[src/rtl/spd_pkg.sv]
// Shared types, codes and constants of the sonar packet deframer.
// No dependencies; the controller, datapath, top and testbench take names from here.
`timescale 1ns / 1ps

package spd_pkg;

  localparam int unsigned READINGS_PER_SWEEP = 24;

  // APB register map: one 8-bit register, word index in paddr[2].
  localparam int unsigned APB_DATA_W = 32;
  localparam int unsigned APB_ADDR_W = 3;
  localparam logic [APB_ADDR_W-3:0] REG_MAX_RANGE = '0;
  localparam logic [7:0] MAX_RANGE_RESET = 8'hFF;

  // Packet framing bytes
  localparam logic [7:0] STATION_BYTE = 8'h01;
  localparam logic [7:0] CMD_ACK = 8'h02;
  localparam logic [7:0] CMD_SWEEP = 8'h06;
  localparam logic [15:0] ACK_LEN = 16'd1;

  // Ack response codes
  localparam logic [7:0] ACK_CODE_OK = 8'h00;
  localparam logic [7:0] ACK_CODE_ILLEGAL = 8'h7F;
  localparam logic [7:0] ACK_CODE_BAD_SUM = 8'h7E;

  typedef enum logic [2:0] {
    EV_READING     = 3'd0,
    EV_ACK_OK      = 3'd1,
    EV_ACK_ILLEGAL = 3'd2,
    EV_ACK_BAD_SUM = 3'd3,
    EV_ACK_OTHER   = 3'd4,
    EV_BAD_SUM     = 3'd5,
    EV_BAD_LEN     = 3'd6,
    EV_UNKNOWN_CMD = 3'd7
  } event_e;

  // Outcome of judging a finished packet
  typedef enum logic [1:0] {
    VK_NONE   = 2'd0,
    VK_SINGLE = 2'd1,
    VK_SWEEP  = 2'd2
  } verdict_e;

  typedef struct packed {
    logic sum_start;     // station byte seen: sum restarts at it
    logic sum_add;       // add byte to running sum
    logic ld_cmd;
    logic ld_len_hi;
    logic ld_len_lo;     // also clears byte count and first bytes
    logic pay_byte;      // payload byte
    logic ld_sum_hi;
    logic ld_sum_lo;
    logic frame_update;  // remember the sweep frame number
    logic emit_clear;    // reading counter back to zero
    logic push_single;   // load one event result into the output register
    logic push_reading;  // load the reading at the counter, then advance
  } cmd_t;

  typedef struct packed {
    logic     byte_is_station;
    logic     len_zero;      // length bytes give zero (valid in low length phase)
    logic     payload_done;  // this payload byte is the last one
    verdict_e verdict;
    logic     emit_last;
    logic     out_free;      // output register can take a result this cycle
  } stat_t;

endpackage

[src/rtl/spd_stream_if.sv]
// Valid/ready channels of the deframer: received bytes in, results out.
// Depends on nothing but the field widths of the block.
`timescale 1ns / 1ps

interface spd_byte_if;
  logic       valid;
  logic       ready;
  logic [7:0] data_byte;

  modport source (output valid, output data_byte, input ready);
  modport sink (input valid, input data_byte, output ready);
endinterface

interface spd_result_if;
  logic        valid;
  logic        ready;
  logic [2:0]  event_res;
  logic [7:0]  reading;
  logic [4:0]  sensor_index;
  logic [15:0] frame_number;
  logic [7:0]  ack_code;
  logic        last;

  modport source (output valid, output event_res, output reading, output sensor_index,
                  output frame_number, output ack_code, output last, input ready);
  modport sink (input valid, input event_res, input reading, input sensor_index,
                input frame_number, input ack_code, input last, output ready);
endinterface

[src/rtl/spd_ctrl.sv]
// Controller of the deframer: packet phase tracking and result sequencing.
// Uses spd_pkg command/status structs; drives spd_dpath only through them.
`timescale 1ns / 1ps

module spd_ctrl (
  input  logic          clk_i,
  input  logic          rst_ni,
  input  logic          in_valid_i,
  output logic          in_ready_o,
  input  spd_pkg::stat_t stat_i,
  output spd_pkg::cmd_t  cmd_o
);

  typedef enum logic [2:0] {
    ST_RX    = 3'b001,
    ST_JUDGE = 3'b010,
    ST_EMIT  = 3'b100
  } state_e;

  typedef enum logic [6:0] {
    PH_HUNT    = 7'b0000001,
    PH_CMD     = 7'b0000010,
    PH_LEN_HI  = 7'b0000100,
    PH_LEN_LO  = 7'b0001000,
    PH_PAYLOAD = 7'b0010000,
    PH_SUM_HI  = 7'b0100000,
    PH_SUM_LO  = 7'b1000000
  } phase_e;

  state_e state_q, state_d;
  phase_e phase_q, phase_d;
  logic   acc;

  assign in_ready_o = (state_q == ST_RX);
  assign acc = in_valid_i && in_ready_o;

  always_comb begin
    cmd_o = '0;
    state_d = state_q;
    phase_d = phase_q;
    unique case (state_q)
      ST_RX: begin
        if (in_valid_i) begin
          unique case (phase_q)
            PH_CMD: begin
              cmd_o.ld_cmd = 1'b1;
              cmd_o.sum_add = 1'b1;
              phase_d = PH_LEN_HI;
            end
            PH_LEN_HI: begin
              cmd_o.ld_len_hi = 1'b1;
              cmd_o.sum_add = 1'b1;
              phase_d = PH_LEN_LO;
            end
            PH_LEN_LO: begin
              cmd_o.ld_len_lo = 1'b1;
              cmd_o.sum_add = 1'b1;
              phase_d = stat_i.len_zero ? PH_SUM_HI : PH_PAYLOAD;
            end
            PH_PAYLOAD: begin
              cmd_o.pay_byte = 1'b1;
              cmd_o.sum_add = 1'b1;
              if (stat_i.payload_done) phase_d = PH_SUM_HI;
            end
            PH_SUM_HI: begin
              cmd_o.ld_sum_hi = 1'b1;
              phase_d = PH_SUM_LO;
            end
            PH_SUM_LO: begin
              cmd_o.ld_sum_lo = 1'b1;
              phase_d = PH_HUNT;
              state_d = ST_JUDGE;
            end
            default: begin
              // hunting: anything but the station byte is dropped
              phase_d = PH_HUNT;
              if (stat_i.byte_is_station) begin
                cmd_o.sum_start = 1'b1;
                phase_d = PH_CMD;
              end
            end
          endcase
        end
      end
      ST_JUDGE: begin
        unique case (stat_i.verdict)
          spd_pkg::VK_SINGLE: begin
            if (stat_i.out_free) begin
              cmd_o.push_single = 1'b1;
              state_d = ST_RX;
            end
          end
          spd_pkg::VK_SWEEP: begin
            cmd_o.frame_update = 1'b1;
            cmd_o.emit_clear = 1'b1;
            state_d = ST_EMIT;
          end
          default: state_d = ST_RX;  // repeated frame: nothing to send
        endcase
      end
      ST_EMIT: begin
        if (stat_i.out_free) begin
          cmd_o.push_reading = 1'b1;
          if (stat_i.emit_last) state_d = ST_RX;
        end
      end
      default: state_d = ST_RX;
    endcase
  end

  always_ff @(posedge clk_i or negedge rst_ni) begin
    if (!rst_ni) begin
      state_q <= ST_RX;
      phase_q <= PH_HUNT;
    end else begin
      state_q <= state_d;
      phase_q <= phase_d;
    end
  end

`ifndef ASSERT_OFF
  a_sum_lo_judges: assert property (@(posedge clk_i) disable iff (!rst_ni)
    acc && phase_q == PH_SUM_LO |=> state_q == ST_JUDGE)
    else $error("checksum low byte did not start judging");

  a_push_when_free: assert property (@(posedge clk_i) disable iff (!rst_ni)
    (cmd_o.push_single || cmd_o.push_reading) |-> stat_i.out_free)
    else $error("result pushed into a full output register");

  a_emit_exit: assert property (@(posedge clk_i) disable iff (!rst_ni)
    state_q == ST_EMIT && cmd_o.push_reading && stat_i.emit_last |=> state_q == ST_RX)
    else $error("sweep burst did not end after the last reading");

  a_no_rx_cmd_busy: assert property (@(posedge clk_i) disable iff (!rst_ni)
    state_q != ST_RX |-> !(cmd_o.sum_add || cmd_o.sum_start || cmd_o.ld_sum_lo))
    else $error("byte command issued while not receiving");
`endif

endmodule

[src/rtl/spd_dpath.sv]
// Datapath of the deframer: packet registers, checksum, reading store,
// packet verdict and the output register. Commanded by spd_ctrl via spd_pkg types.
`timescale 1ns / 1ps

module spd_dpath #(
  parameter int unsigned READINGS_PER_SWEEP = spd_pkg::READINGS_PER_SWEEP
) (
  input  logic           clk_i,
  input  logic           rst_ni,
  input  logic [7:0]     data_byte_i,
  input  logic [7:0]     max_range_i,
  input  spd_pkg::cmd_t  cmd_i,
  output spd_pkg::stat_t stat_o,
  input  logic           out_ready_i,
  output logic           out_valid_o,
  output logic [2:0]     event_res_o,
  output logic [7:0]     reading_o,
  output logic [4:0]     sensor_index_o,
  output logic [15:0]    frame_number_o,
  output logic [7:0]     ack_code_o,
  output logic           last_o
);

  localparam int unsigned IDX_W = (READINGS_PER_SWEEP > 1) ? $clog2(READINGS_PER_SWEEP) : 1;
  localparam logic [15:0] SWEEP_LEN = 16'(READINGS_PER_SWEEP + 2);
  localparam logic [15:0] STORE_DEPTH = 16'(READINGS_PER_SWEEP);
  localparam logic [IDX_W-1:0] LAST_IDX = IDX_W'(READINGS_PER_SWEEP - 1);

  logic [7:0]  cmd_byte_q;
  logic [15:0] len_q;
  logic [15:0] count_q;
  logic [15:0] sum_q;
  logic [7:0]  sum_hi_q;
  logic [7:0]  sum_lo_q;
  logic [15:0] first_q;
  logic [15:0] prev_frame_q;
  logic        prev_valid_q;
  logic [7:0]  store_q [READINGS_PER_SWEEP];
  logic [IDX_W-1:0] emit_idx_q;

  logic        out_valid_q;
  spd_pkg::event_e out_event_q;
  logic [7:0]  out_reading_q;
  logic [4:0]  out_index_q;
  logic [15:0] out_frame_q;
  logic [7:0]  out_code_q;
  logic        out_last_q;

  logic [15:0] count_inc;
  logic [15:0] store_pos;
  logic        store_we;
  logic        sum_ok;
  spd_pkg::verdict_e verdict;
  spd_pkg::event_e   single_ev;
  logic [7:0]  single_code;
  logic [7:0]  raw_reading;
  logic [IDX_W+4:0] idx_ext;

  assign count_inc = count_q + 16'd1;
  assign store_pos = count_q - 16'd2;
  assign store_we = cmd_i.pay_byte && (count_q >= 16'd2) && (store_pos < STORE_DEPTH);
  assign sum_ok = ({sum_hi_q, sum_lo_q} == sum_q);

  // Packet verdict, evaluated on the registered packet after the last byte
  always_comb begin
    verdict = spd_pkg::VK_SINGLE;
    single_ev = spd_pkg::EV_UNKNOWN_CMD;
    single_code = 8'h00;
    priority if (!sum_ok) begin
      single_ev = spd_pkg::EV_BAD_SUM;
    end else if (cmd_byte_q == spd_pkg::CMD_ACK) begin
      if (len_q != spd_pkg::ACK_LEN) begin
        single_ev = spd_pkg::EV_BAD_LEN;
      end else begin
        single_code = first_q[7:0];
        priority if (first_q[7:0] == spd_pkg::ACK_CODE_OK) single_ev = spd_pkg::EV_ACK_OK;
        else if (first_q[7:0] == spd_pkg::ACK_CODE_ILLEGAL) single_ev = spd_pkg::EV_ACK_ILLEGAL;
        else if (first_q[7:0] == spd_pkg::ACK_CODE_BAD_SUM) single_ev = spd_pkg::EV_ACK_BAD_SUM;
        else single_ev = spd_pkg::EV_ACK_OTHER;
      end
    end else if (cmd_byte_q == spd_pkg::CMD_SWEEP) begin
      if (len_q != SWEEP_LEN) begin
        single_ev = spd_pkg::EV_BAD_LEN;
      end else if (prev_valid_q && first_q == prev_frame_q) begin
        verdict = spd_pkg::VK_NONE;
      end else begin
        verdict = spd_pkg::VK_SWEEP;
      end
    end else begin
      single_ev = spd_pkg::EV_UNKNOWN_CMD;
    end
  end

  assign raw_reading = store_q[emit_idx_q];
  assign idx_ext = {5'b00000, emit_idx_q};

  assign stat_o.byte_is_station = (data_byte_i == spd_pkg::STATION_BYTE);
  assign stat_o.len_zero = (len_q[15:8] == 8'h00) && (data_byte_i == 8'h00);
  assign stat_o.payload_done = (count_inc >= len_q);
  assign stat_o.verdict = verdict;
  assign stat_o.emit_last = (emit_idx_q == LAST_IDX);
  assign stat_o.out_free = !out_valid_q || out_ready_i;

  always_ff @(posedge clk_i or negedge rst_ni) begin
    if (!rst_ni) begin
      cmd_byte_q <= 8'h00;
      len_q <= 16'h0000;
      count_q <= 16'h0000;
      sum_q <= 16'h0000;
      sum_hi_q <= 8'h00;
      sum_lo_q <= 8'h00;
      first_q <= 16'h0000;
      prev_frame_q <= 16'h0000;
      prev_valid_q <= 1'b0;
      emit_idx_q <= '0;
      out_valid_q <= 1'b0;
    end else begin
      if (cmd_i.sum_start) sum_q <= {8'h00, data_byte_i};
      else if (cmd_i.sum_add) sum_q <= sum_q + {8'h00, data_byte_i};
      if (cmd_i.ld_cmd) cmd_byte_q <= data_byte_i;
      if (cmd_i.ld_len_hi) len_q <= {data_byte_i, 8'h00};
      if (cmd_i.ld_len_lo) begin
        len_q[7:0] <= data_byte_i;
        count_q <= 16'h0000;
        first_q <= 16'h0000;
      end
      if (cmd_i.pay_byte) begin
        count_q <= count_inc;
        if (count_q < 16'd2) first_q <= {first_q[7:0], data_byte_i};
      end
      if (cmd_i.ld_sum_hi) sum_hi_q <= data_byte_i;
      if (cmd_i.ld_sum_lo) sum_lo_q <= data_byte_i;
      if (cmd_i.frame_update) begin
        prev_frame_q <= first_q;
        prev_valid_q <= 1'b1;
      end
      if (cmd_i.emit_clear) emit_idx_q <= '0;
      else if (cmd_i.push_reading) emit_idx_q <= emit_idx_q + IDX_W'(1);
      if (cmd_i.push_single || cmd_i.push_reading) out_valid_q <= 1'b1;
      else if (out_ready_i) out_valid_q <= 1'b0;
    end
  end

  // reading store: flops, written by payload position, read at the burst counter
  always_ff @(posedge clk_i) begin
    if (store_we) store_q[store_pos[IDX_W-1:0]] <= data_byte_i;
  end

  // output payload register
  always_ff @(posedge clk_i) begin
    if (cmd_i.push_single) begin
      out_event_q <= single_ev;
      out_reading_q <= 8'h00;
      out_index_q <= 5'd0;
      out_frame_q <= 16'h0000;
      out_code_q <= single_code;
      out_last_q <= 1'b1;
    end else if (cmd_i.push_reading) begin
      out_event_q <= spd_pkg::EV_READING;
      out_reading_q <= (raw_reading == 8'h00) ? max_range_i : raw_reading;
      out_index_q <= idx_ext[4:0];
      out_frame_q <= first_q;
      out_code_q <= 8'h00;
      out_last_q <= (emit_idx_q == LAST_IDX);
    end
  end

  assign out_valid_o = out_valid_q;
  assign event_res_o = out_event_q;
  assign reading_o = out_reading_q;
  assign sensor_index_o = out_index_q;
  assign frame_number_o = out_frame_q;
  assign ack_code_o = out_code_q;
  assign last_o = out_last_q;

endmodule

[src/rtl/sonar_packet_deframer_top.sv]
// Top level of the sonar packet deframer: APB register, controller and datapath.
// Depends on spd_pkg, spd_stream_if, spd_ctrl and spd_dpath.
`timescale 1ns / 1ps

// Sonar packet deframer. Bytes from the sonar link arrive on byte_i, one per
// transfer, and are taken at one per cycle while a packet is being received.
// After the second checksum byte the block judges the packet, during which
// byte_i is not ready. A good ack, a bad checksum, a bad length or an unknown
// command yields one result; a new sweep yields READINGS_PER_SWEEP readings,
// loaded into the output register at one per cycle as result_o takes them.
// byte_i stays blocked during the burst (the burst counter walks the reading
// store); it reopens as soon as the last result is in the output register, so
// bytes flow again while that result still waits on result_o. The sensor index
// is the low five bits of the reading position. max_range lives at byte address
// 0 on the APB port (reset 255) and replaces zero readings; write it only while
// the block is idle. Reads return the register; there is no reset sweep.

module sonar_packet_deframer_top #(
  parameter int unsigned READINGS_PER_SWEEP = spd_pkg::READINGS_PER_SWEEP
) (
  input  logic                            clk_i,
  input  logic                            rst_ni,
  spd_byte_if.sink                        byte_i,
  spd_result_if.source                    result_o,
  input  logic                            psel,
  input  logic                            penable,
  input  logic                            pwrite,
  input  logic [spd_pkg::APB_ADDR_W-1:0]  paddr,
  input  logic [spd_pkg::APB_DATA_W-1:0]  pwdata,
  output logic [spd_pkg::APB_DATA_W-1:0]  prdata,
  output logic                            pready
);

  logic [7:0]     max_range_q;
  logic           reg_sel;
  spd_pkg::cmd_t  cmd;
  spd_pkg::stat_t stat;

  // Register file: a single 8-bit register, word-decoded on paddr[2]
  assign pready = 1'b1;
  assign reg_sel = (paddr[spd_pkg::APB_ADDR_W-1:2] == spd_pkg::REG_MAX_RANGE);
  assign prdata = reg_sel ? spd_pkg::APB_DATA_W'(max_range_q) : '0;

  always_ff @(posedge clk_i or negedge rst_ni) begin
    if (!rst_ni) begin
      max_range_q <= spd_pkg::MAX_RANGE_RESET;
    end else if (psel && penable && pwrite && pready && reg_sel) begin
      max_range_q <= pwdata[7:0];
    end
  end

  spd_ctrl u_ctrl (
    .clk_i      (clk_i),
    .rst_ni     (rst_ni),
    .in_valid_i (byte_i.valid),
    .in_ready_o (byte_i.ready),
    .stat_i     (stat),
    .cmd_o      (cmd)
  );

  spd_dpath #(
    .READINGS_PER_SWEEP (READINGS_PER_SWEEP)
  ) u_dpath (
    .clk_i          (clk_i),
    .rst_ni         (rst_ni),
    .data_byte_i    (byte_i.data_byte),
    .max_range_i    (max_range_q),
    .cmd_i          (cmd),
    .stat_o         (stat),
    .out_ready_i    (result_o.ready),
    .out_valid_o    (result_o.valid),
    .event_res_o    (result_o.event_res),
    .reading_o      (result_o.reading),
    .sensor_index_o (result_o.sensor_index),
    .frame_number_o (result_o.frame_number),
    .ack_code_o     (result_o.ack_code),
    .last_o         (result_o.last)
  );

endmodule

[src/flat_wrapper.sv]
// flat-port wrapper written by rule: the top's interface ports become plain ports
module sonar_packet_deframer_top_flat 
#(
  parameter int unsigned READINGS_PER_SWEEP = spd_pkg::READINGS_PER_SWEEP
)
  (clk_i, rst_ni, psel, penable, pwrite, paddr, pwdata, prdata, pready, byte_i_valid, byte_i_data_byte, byte_i_ready, result_o_valid, result_o_event_res, result_o_reading, result_o_sensor_index, result_o_frame_number, result_o_ack_code, result_o_last, result_o_ready);
  spd_byte_if byte_i_i ();
  spd_result_if result_o_i ();
  input  logic clk_i;
  input  logic rst_ni;
  input  logic psel;
  input  logic penable;
  input  logic pwrite;
  input  logic [spd_pkg::APB_ADDR_W-1:0] paddr;
  input  logic [spd_pkg::APB_DATA_W-1:0] pwdata;
  output logic [spd_pkg::APB_DATA_W-1:0] prdata;
  output logic pready;
  input wire logic [$bits(byte_i_i.valid)-1:0] byte_i_valid;
  input wire logic [$bits(byte_i_i.data_byte)-1:0] byte_i_data_byte;
  output wire logic [$bits(byte_i_i.ready)-1:0] byte_i_ready;
  output wire logic [$bits(result_o_i.valid)-1:0] result_o_valid;
  output wire logic [$bits(result_o_i.event_res)-1:0] result_o_event_res;
  output wire logic [$bits(result_o_i.reading)-1:0] result_o_reading;
  output wire logic [$bits(result_o_i.sensor_index)-1:0] result_o_sensor_index;
  output wire logic [$bits(result_o_i.frame_number)-1:0] result_o_frame_number;
  output wire logic [$bits(result_o_i.ack_code)-1:0] result_o_ack_code;
  output wire logic [$bits(result_o_i.last)-1:0] result_o_last;
  input wire logic [$bits(result_o_i.ready)-1:0] result_o_ready;
  assign byte_i_i.valid = byte_i_valid;
  assign byte_i_i.data_byte = byte_i_data_byte;
  assign byte_i_ready = byte_i_i.ready;
  assign result_o_valid = result_o_i.valid;
  assign result_o_event_res = result_o_i.event_res;
  assign result_o_reading = result_o_i.reading;
  assign result_o_sensor_index = result_o_i.sensor_index;
  assign result_o_frame_number = result_o_i.frame_number;
  assign result_o_ack_code = result_o_i.ack_code;
  assign result_o_last = result_o_i.last;
  assign result_o_i.ready = result_o_ready;
  sonar_packet_deframer_top #(.READINGS_PER_SWEEP(READINGS_PER_SWEEP)) u_core (.clk_i(clk_i), .rst_ni(rst_ni), .byte_i(byte_i_i), .result_o(result_o_i), .psel(psel), .penable(penable), .pwrite(pwrite), .paddr(paddr), .pwdata(pwdata), .prdata(prdata), .pready(pready));
endmodule
[config.mk]
export PLATFORM = sky130hd
export DESIGN_NAME = sonar_packet_deframer_top_flat
export DESIGN_NICKNAME = d
export VERILOG_FILES = /design/src/rtl/spd_pkg.sv /design/src/rtl/spd_stream_if.sv /design/src/rtl/spd_ctrl.sv /design/src/rtl/spd_dpath.sv /design/src/rtl/sonar_packet_deframer_top.sv /design/src/flat_wrapper.sv
export SDC_FILE = /design/constraint.sdc
export NUM_CORES = 1
export LEC_CHECK = 0
export ABC_CLOCK_PERIOD_IN_PS = 6700
export BUFFER_PORTS_ARGS = -buffer_cell sky130_fd_sc_hd__buf_4
export CAP_MARGIN = 25
export CORE_MARGIN = 2
export CORE_UTILIZATION = 55
export CTS_BUF_LIST = sky130_fd_sc_hd__clkbuf_4 sky130_fd_sc_hd__clkbuf_8 sky130_fd_sc_hd__clkbuf_16
export CTS_CLUSTER_SIZE = 12
export DETAILED_ROUTE_END_ITERATION = 16
export GPL_TIMING_DRIVEN = 0
export HOLD_SLACK_MARGIN = 0.08
export PLACE_DENSITY = 0.71
export SETUP_SLACK_MARGIN = 0.5
export SYNTH_ARGS = -nofsm -noshare
export SYNTH_HDL_FRONTEND = slang
export SYNTH_HIERARCHICAL = 1
export SYNTH_SLANG_ARGS = --single-unit
[constraint.sdc]
create_clock -name clk_i -period 6.7 [get_ports clk_i]
set_clock_uncertainty 0.15 [all_clocks]
set_input_delay 0.67 -clock clk_i [delete_from_list [all_inputs] [get_ports clk_i]]
set_output_delay 0.67 -clock clk_i [all_outputs]
set_load 0.02 [all_outputs]
==> results.tsv <==
stage	metric	value	unit
layout	syn_to_final_growth	15.17	%
floorplan	initial_core_util	55.88	%
clocking	cts_tree	built	
floorplan	die_width	177.8	µm
timing	relSlewSlack	38.79	%
clocking	htreeDepth	2	
detailed_routing	wl_per_cell	20.57	µm
worst_setup_path	cp-start-kind	register	
worst_setup_path	path_class	reg2reg	
worst_setup_path	crit_chain	ha_1 -> nand4_1 -> or4_1 -> nor2_1 -> and3_1 -> nand3_1 -> xnor2_1 -> ha_1 -> nand4_1 -> or4_1 -> o21ai_0 -> nor2_1 -> mux2_2 -> a311oi_1 -> a211oi_1	
flow_run	timing.max_cap.violations	0	
power_and_ir_drop	leakage	7.441	nW
synth	synth_edf_count	203	
detailed_routing	route.detailed.drc	0	
timing	rsz0062_at_grt	false	
clocking	postCtsSetupRepairBufs	0	
timing	period_minus_slack	4.764	ns
clocking	clockBufferDepth	3	
global_routing	grt_overflow	0	
detailed_routing	first_pass_iters	7	
synth	ys.flop_type	edfxtp_1	
synth	syn_area	16600	µm²
floorplan	die-height	177.8	µm
worst_setup_path	crit_family	simple AND/OR/NAND/NOR gates	
timing	tightest_slew	0.9148	ns
layout	fillers	2177	
synth	yosys.area.top_type	edfxtp_1	
synth	synth_top_area_share	36.71	%
place	gp_congestion	0.8791	
run_status	status	finished, final reports clean	
power_and_ir_drop	pwr_density_cell	246.1	nW/µm²
worst_setup_path	crit_path_top_delay_cell	or4_1	
global_routing	gr-usage-all-layers	24.88	%
synth	ys_ff_latch	362	
floorplan	placementRows	63	
worst_setup_path	crit_path_end_kind	register	
floorplan	io_pins	126	
power_and_ir_drop	vdd_ir_drop_max	0.2109	mV
power_and_ir_drop	power	4.707	mW
place	post-dp-hpwl	25280	µm
layout	finalNetCount	1506	
synth	synth-warning-count	6	
clocking	cts_num_sinks	362	
timing	hold_violations	0	
synth	ys_seq_area_share	59.84	%
clocking	cts_root_buffer	clkbuf_16	
synth	ys_async_sr_fraction	35.64	%
timing	setup_viol	0	
worst_setup_path	cpPeakStageDelay	0.67	ns
worst_hold_path	min_path_type	in2reg	
clocking	cts_buffers	40	
timing	max_freq	0.2099	GHz
worst_setup_path	worstPathRequired	6.99	ns
detailed_routing	wl	37970	µm
layout	num_antenna_cells	0	
global_routing	grt_max_degree	86	
synth	synth_area_leaders	edfxtp_1, dfrtp_1, mux4_2	
detailed_routing	vias_per_cell	5.814	
floorplan	die-area	31600	µm²
clocking	clk_latency	0.55	ns
synth	syn_avg_cell_area	12.96	µm²
global_routing	grt_pass1_wl	59600	µm
layout	drive_gt1_share	21.84	%
clocking	cts_hold_buf	1	
timing	fin_crit_sh	71.10	%
worst_setup_path	cp_max_fo	7	
synth	ys_types	70	
worst_setup_path	ff2ff_setup_slack	1.94	ns
detailed_routing	num_vias	10732	
floorplan	core_area	29720	µm²
synth	syn_inst	1281	
timing	tns	0	ns
global_routing	grt_pass1_vias	10529	
detailed_routing	postRouteAntennaNets	0	
worst_setup_path	worst-path-buf-inv	0	
timing	final_max_slew_viol_count	0	
clocking	clk_pin_slew	0.06	ns
clocking	cts_resized	0	
place	place.port_buffers	74	
detailed_routing	first_iter_violations	946	
worst_setup_path	cp.arrival	5.05	ns
global_routing	antenna_found_initial	0	
-- through the flow --
stage | util [%] | setup slack (ns) | area [µm²] | hold slack, ns | instances
after floorplan | - | 2.621 | 16690 | 0.2244 | 1304
after global placement | 59.68 | 1.938 | 17730 | 0.3042 | 1768
after detailed placement | 59.80 | 2.064 | 17770 | 0.3100 | 1770
after CTS | 64.31 | 2.035 | 19110 | 0.1971 | 1845
after global routing | 64.35 | 1.734 | 19120 | 0.2041 | 1846
final | 64.35 | 1.936 | 19120 | 0.2183 | 1846
-- Yosys cell counts, types with 30 or more instances --
library cell	count
xnor2_1	48
ha_1	31
inv_1	39
dfrtp_1	119
nand2_1	92
nor2_1	97
o21ai_0	52
dfxtp_1	30
clkbuf_1	45
mux4_2	37
mux2_2	59
edfxtp_1	203
mux2i_1	53
-- cells by family after synthesis --
kind of cell             Yosys count  synth area share [%]
flip-flops                       362                 59.84
XOR/XNOR                          60                 3.165
AO/OA/AOI/OAI                    176                 6.955
AND/OR/NAND/NOR                  367                 11.38
adder cells (fa/ha/maj)           32                 2.456
other                              2               0.04523
buffers and inverters            133                 3.941
multiplexers                     149                 12.21
-- path summary, 6_finish.rpt --
kind                                                    startpoint                                         end  cells after the start
min reg2reg                u_core/u_dpath/prev_valid_q$_DFFE_PN0P_     u_core/u_dpath/prev_valid_q$_DFFE_PN0P_                      1
max reg2reg                  u_core/u_dpath/count_q[1]$_DFFE_PN0P_        u_core/u_ctrl/phase_q[0]$_DFFE_PN1P_                     15
max                          u_core/u_dpath/count_q[1]$_DFFE_PN0P_        u_core/u_ctrl/phase_q[0]$_DFFE_PN1P_                     15
min                                                      pwdata[3]           u_core/max_range_q[3]$_DFFE_PN1P_                      2
max in group asynchronous                                   rst_ni      u_core/u_dpath/sum_lo_q[2]$_DFFE_PN0P_                      3
min in group asynchronous                                   rst_ni  u_core/u_dpath/prev_frame_q[6]$_DFFE_PN0P_                      2
-- routing by layer --
layer / GRT usage [%] / up-vias / share of wire [%]
met3: 3.942 / 56 / 6.2
met5: 0 / - / 0
met4: 7.070 / 0 / 1.8
met1: 35.43 / 5360 / 44
met2: 39.89 / 372 / 48
li1: - / 4944 / -
-- power by group --
group / total, mW / switching (mW) / leakage (nW) / internal (mW)
logic: 0.154 / 0.0976 / 3.06 / 0.0561
registers: 2.39 / 0.0136 / 3.70 / 2.38
clock network: 2.16 / 0.863 / 0.677 / 1.30
total: 4.71 / 0.974 / 7.44 / 3.73
-- cells in the final DEF (no fill, tap or decap), types with 20 or more instances in the layout --
cell type,count
a21oi_1,24
buf_4,101
clkbuf_1,45
clkbuf_16,41
conb_1,25
dfrtp_1,119
dfxtp_1,30
edfxtp_1,203
ha_1,31
inv_1,39
mux2_2,59
mux2i_1,53
mux4_2,37
nand2_1,92
nand2b_1,26
nand3_1,28
nor2_1,97
nor3_1,20
o21ai_0,52
xnor2_1,48
-- registers in the layout, summed over array words and instances (netlist names), 5 cells and up --
signal                         count
u_core/u_dpath/cmd_byte_q          8
u_core/u_dpath/sum_hi_q            8
u_core/u_dpath/first_q            16
u_core/u_dpath/frame_number_o     16
u_core/u_dpath/count_q            16
u_core/u_dpath/sum_lo_q            8
u_core/u_ctrl/phase_q              7
u_core/u_dpath/prev_frame_q       16
u_core/u_dpath/sum_q              16
u_core/u_dpath/emit_idx_q          5
u_core/u_dpath/len_q              16
u_core/u_dpath/sensor_index_o      5
u_core/u_dpath/store_q           192
u_core/u_dpath/reading_o           8
u_core/u_dpath/ack_code_o          8
u_core/max_range_q                 8
-- worst reg2reg max path, delay by kind of cell (launching register included) --
kind / cells / cell delay [ns]
DFF: 1 / 0.48
adders and majority gates: 2 / 0.51
and+or+nand+nor: 8 / 2.45
AOI/OAI and AO/OA: 3 / 0.63
muxes: 1 / 0.29
xor gates and xnor gates: 1 / 0.16
-- final cells by class --
class                           count  area (µm²)  area share (%)
Tap cell                          390       488.0           2.552
Clock inverter                     12       115.1          0.6019
Sequential cell                   362        9937           51.96
Timing Repair Buffer               78       614.3           3.213
Inverter                           39       146.4          0.7655
Multi-Input combinational cell    809        6100           31.90
Buffer                             94       508.0           2.656
Clock buffer                       62        1215           6.353
Power figures use the tool's default switching activity.
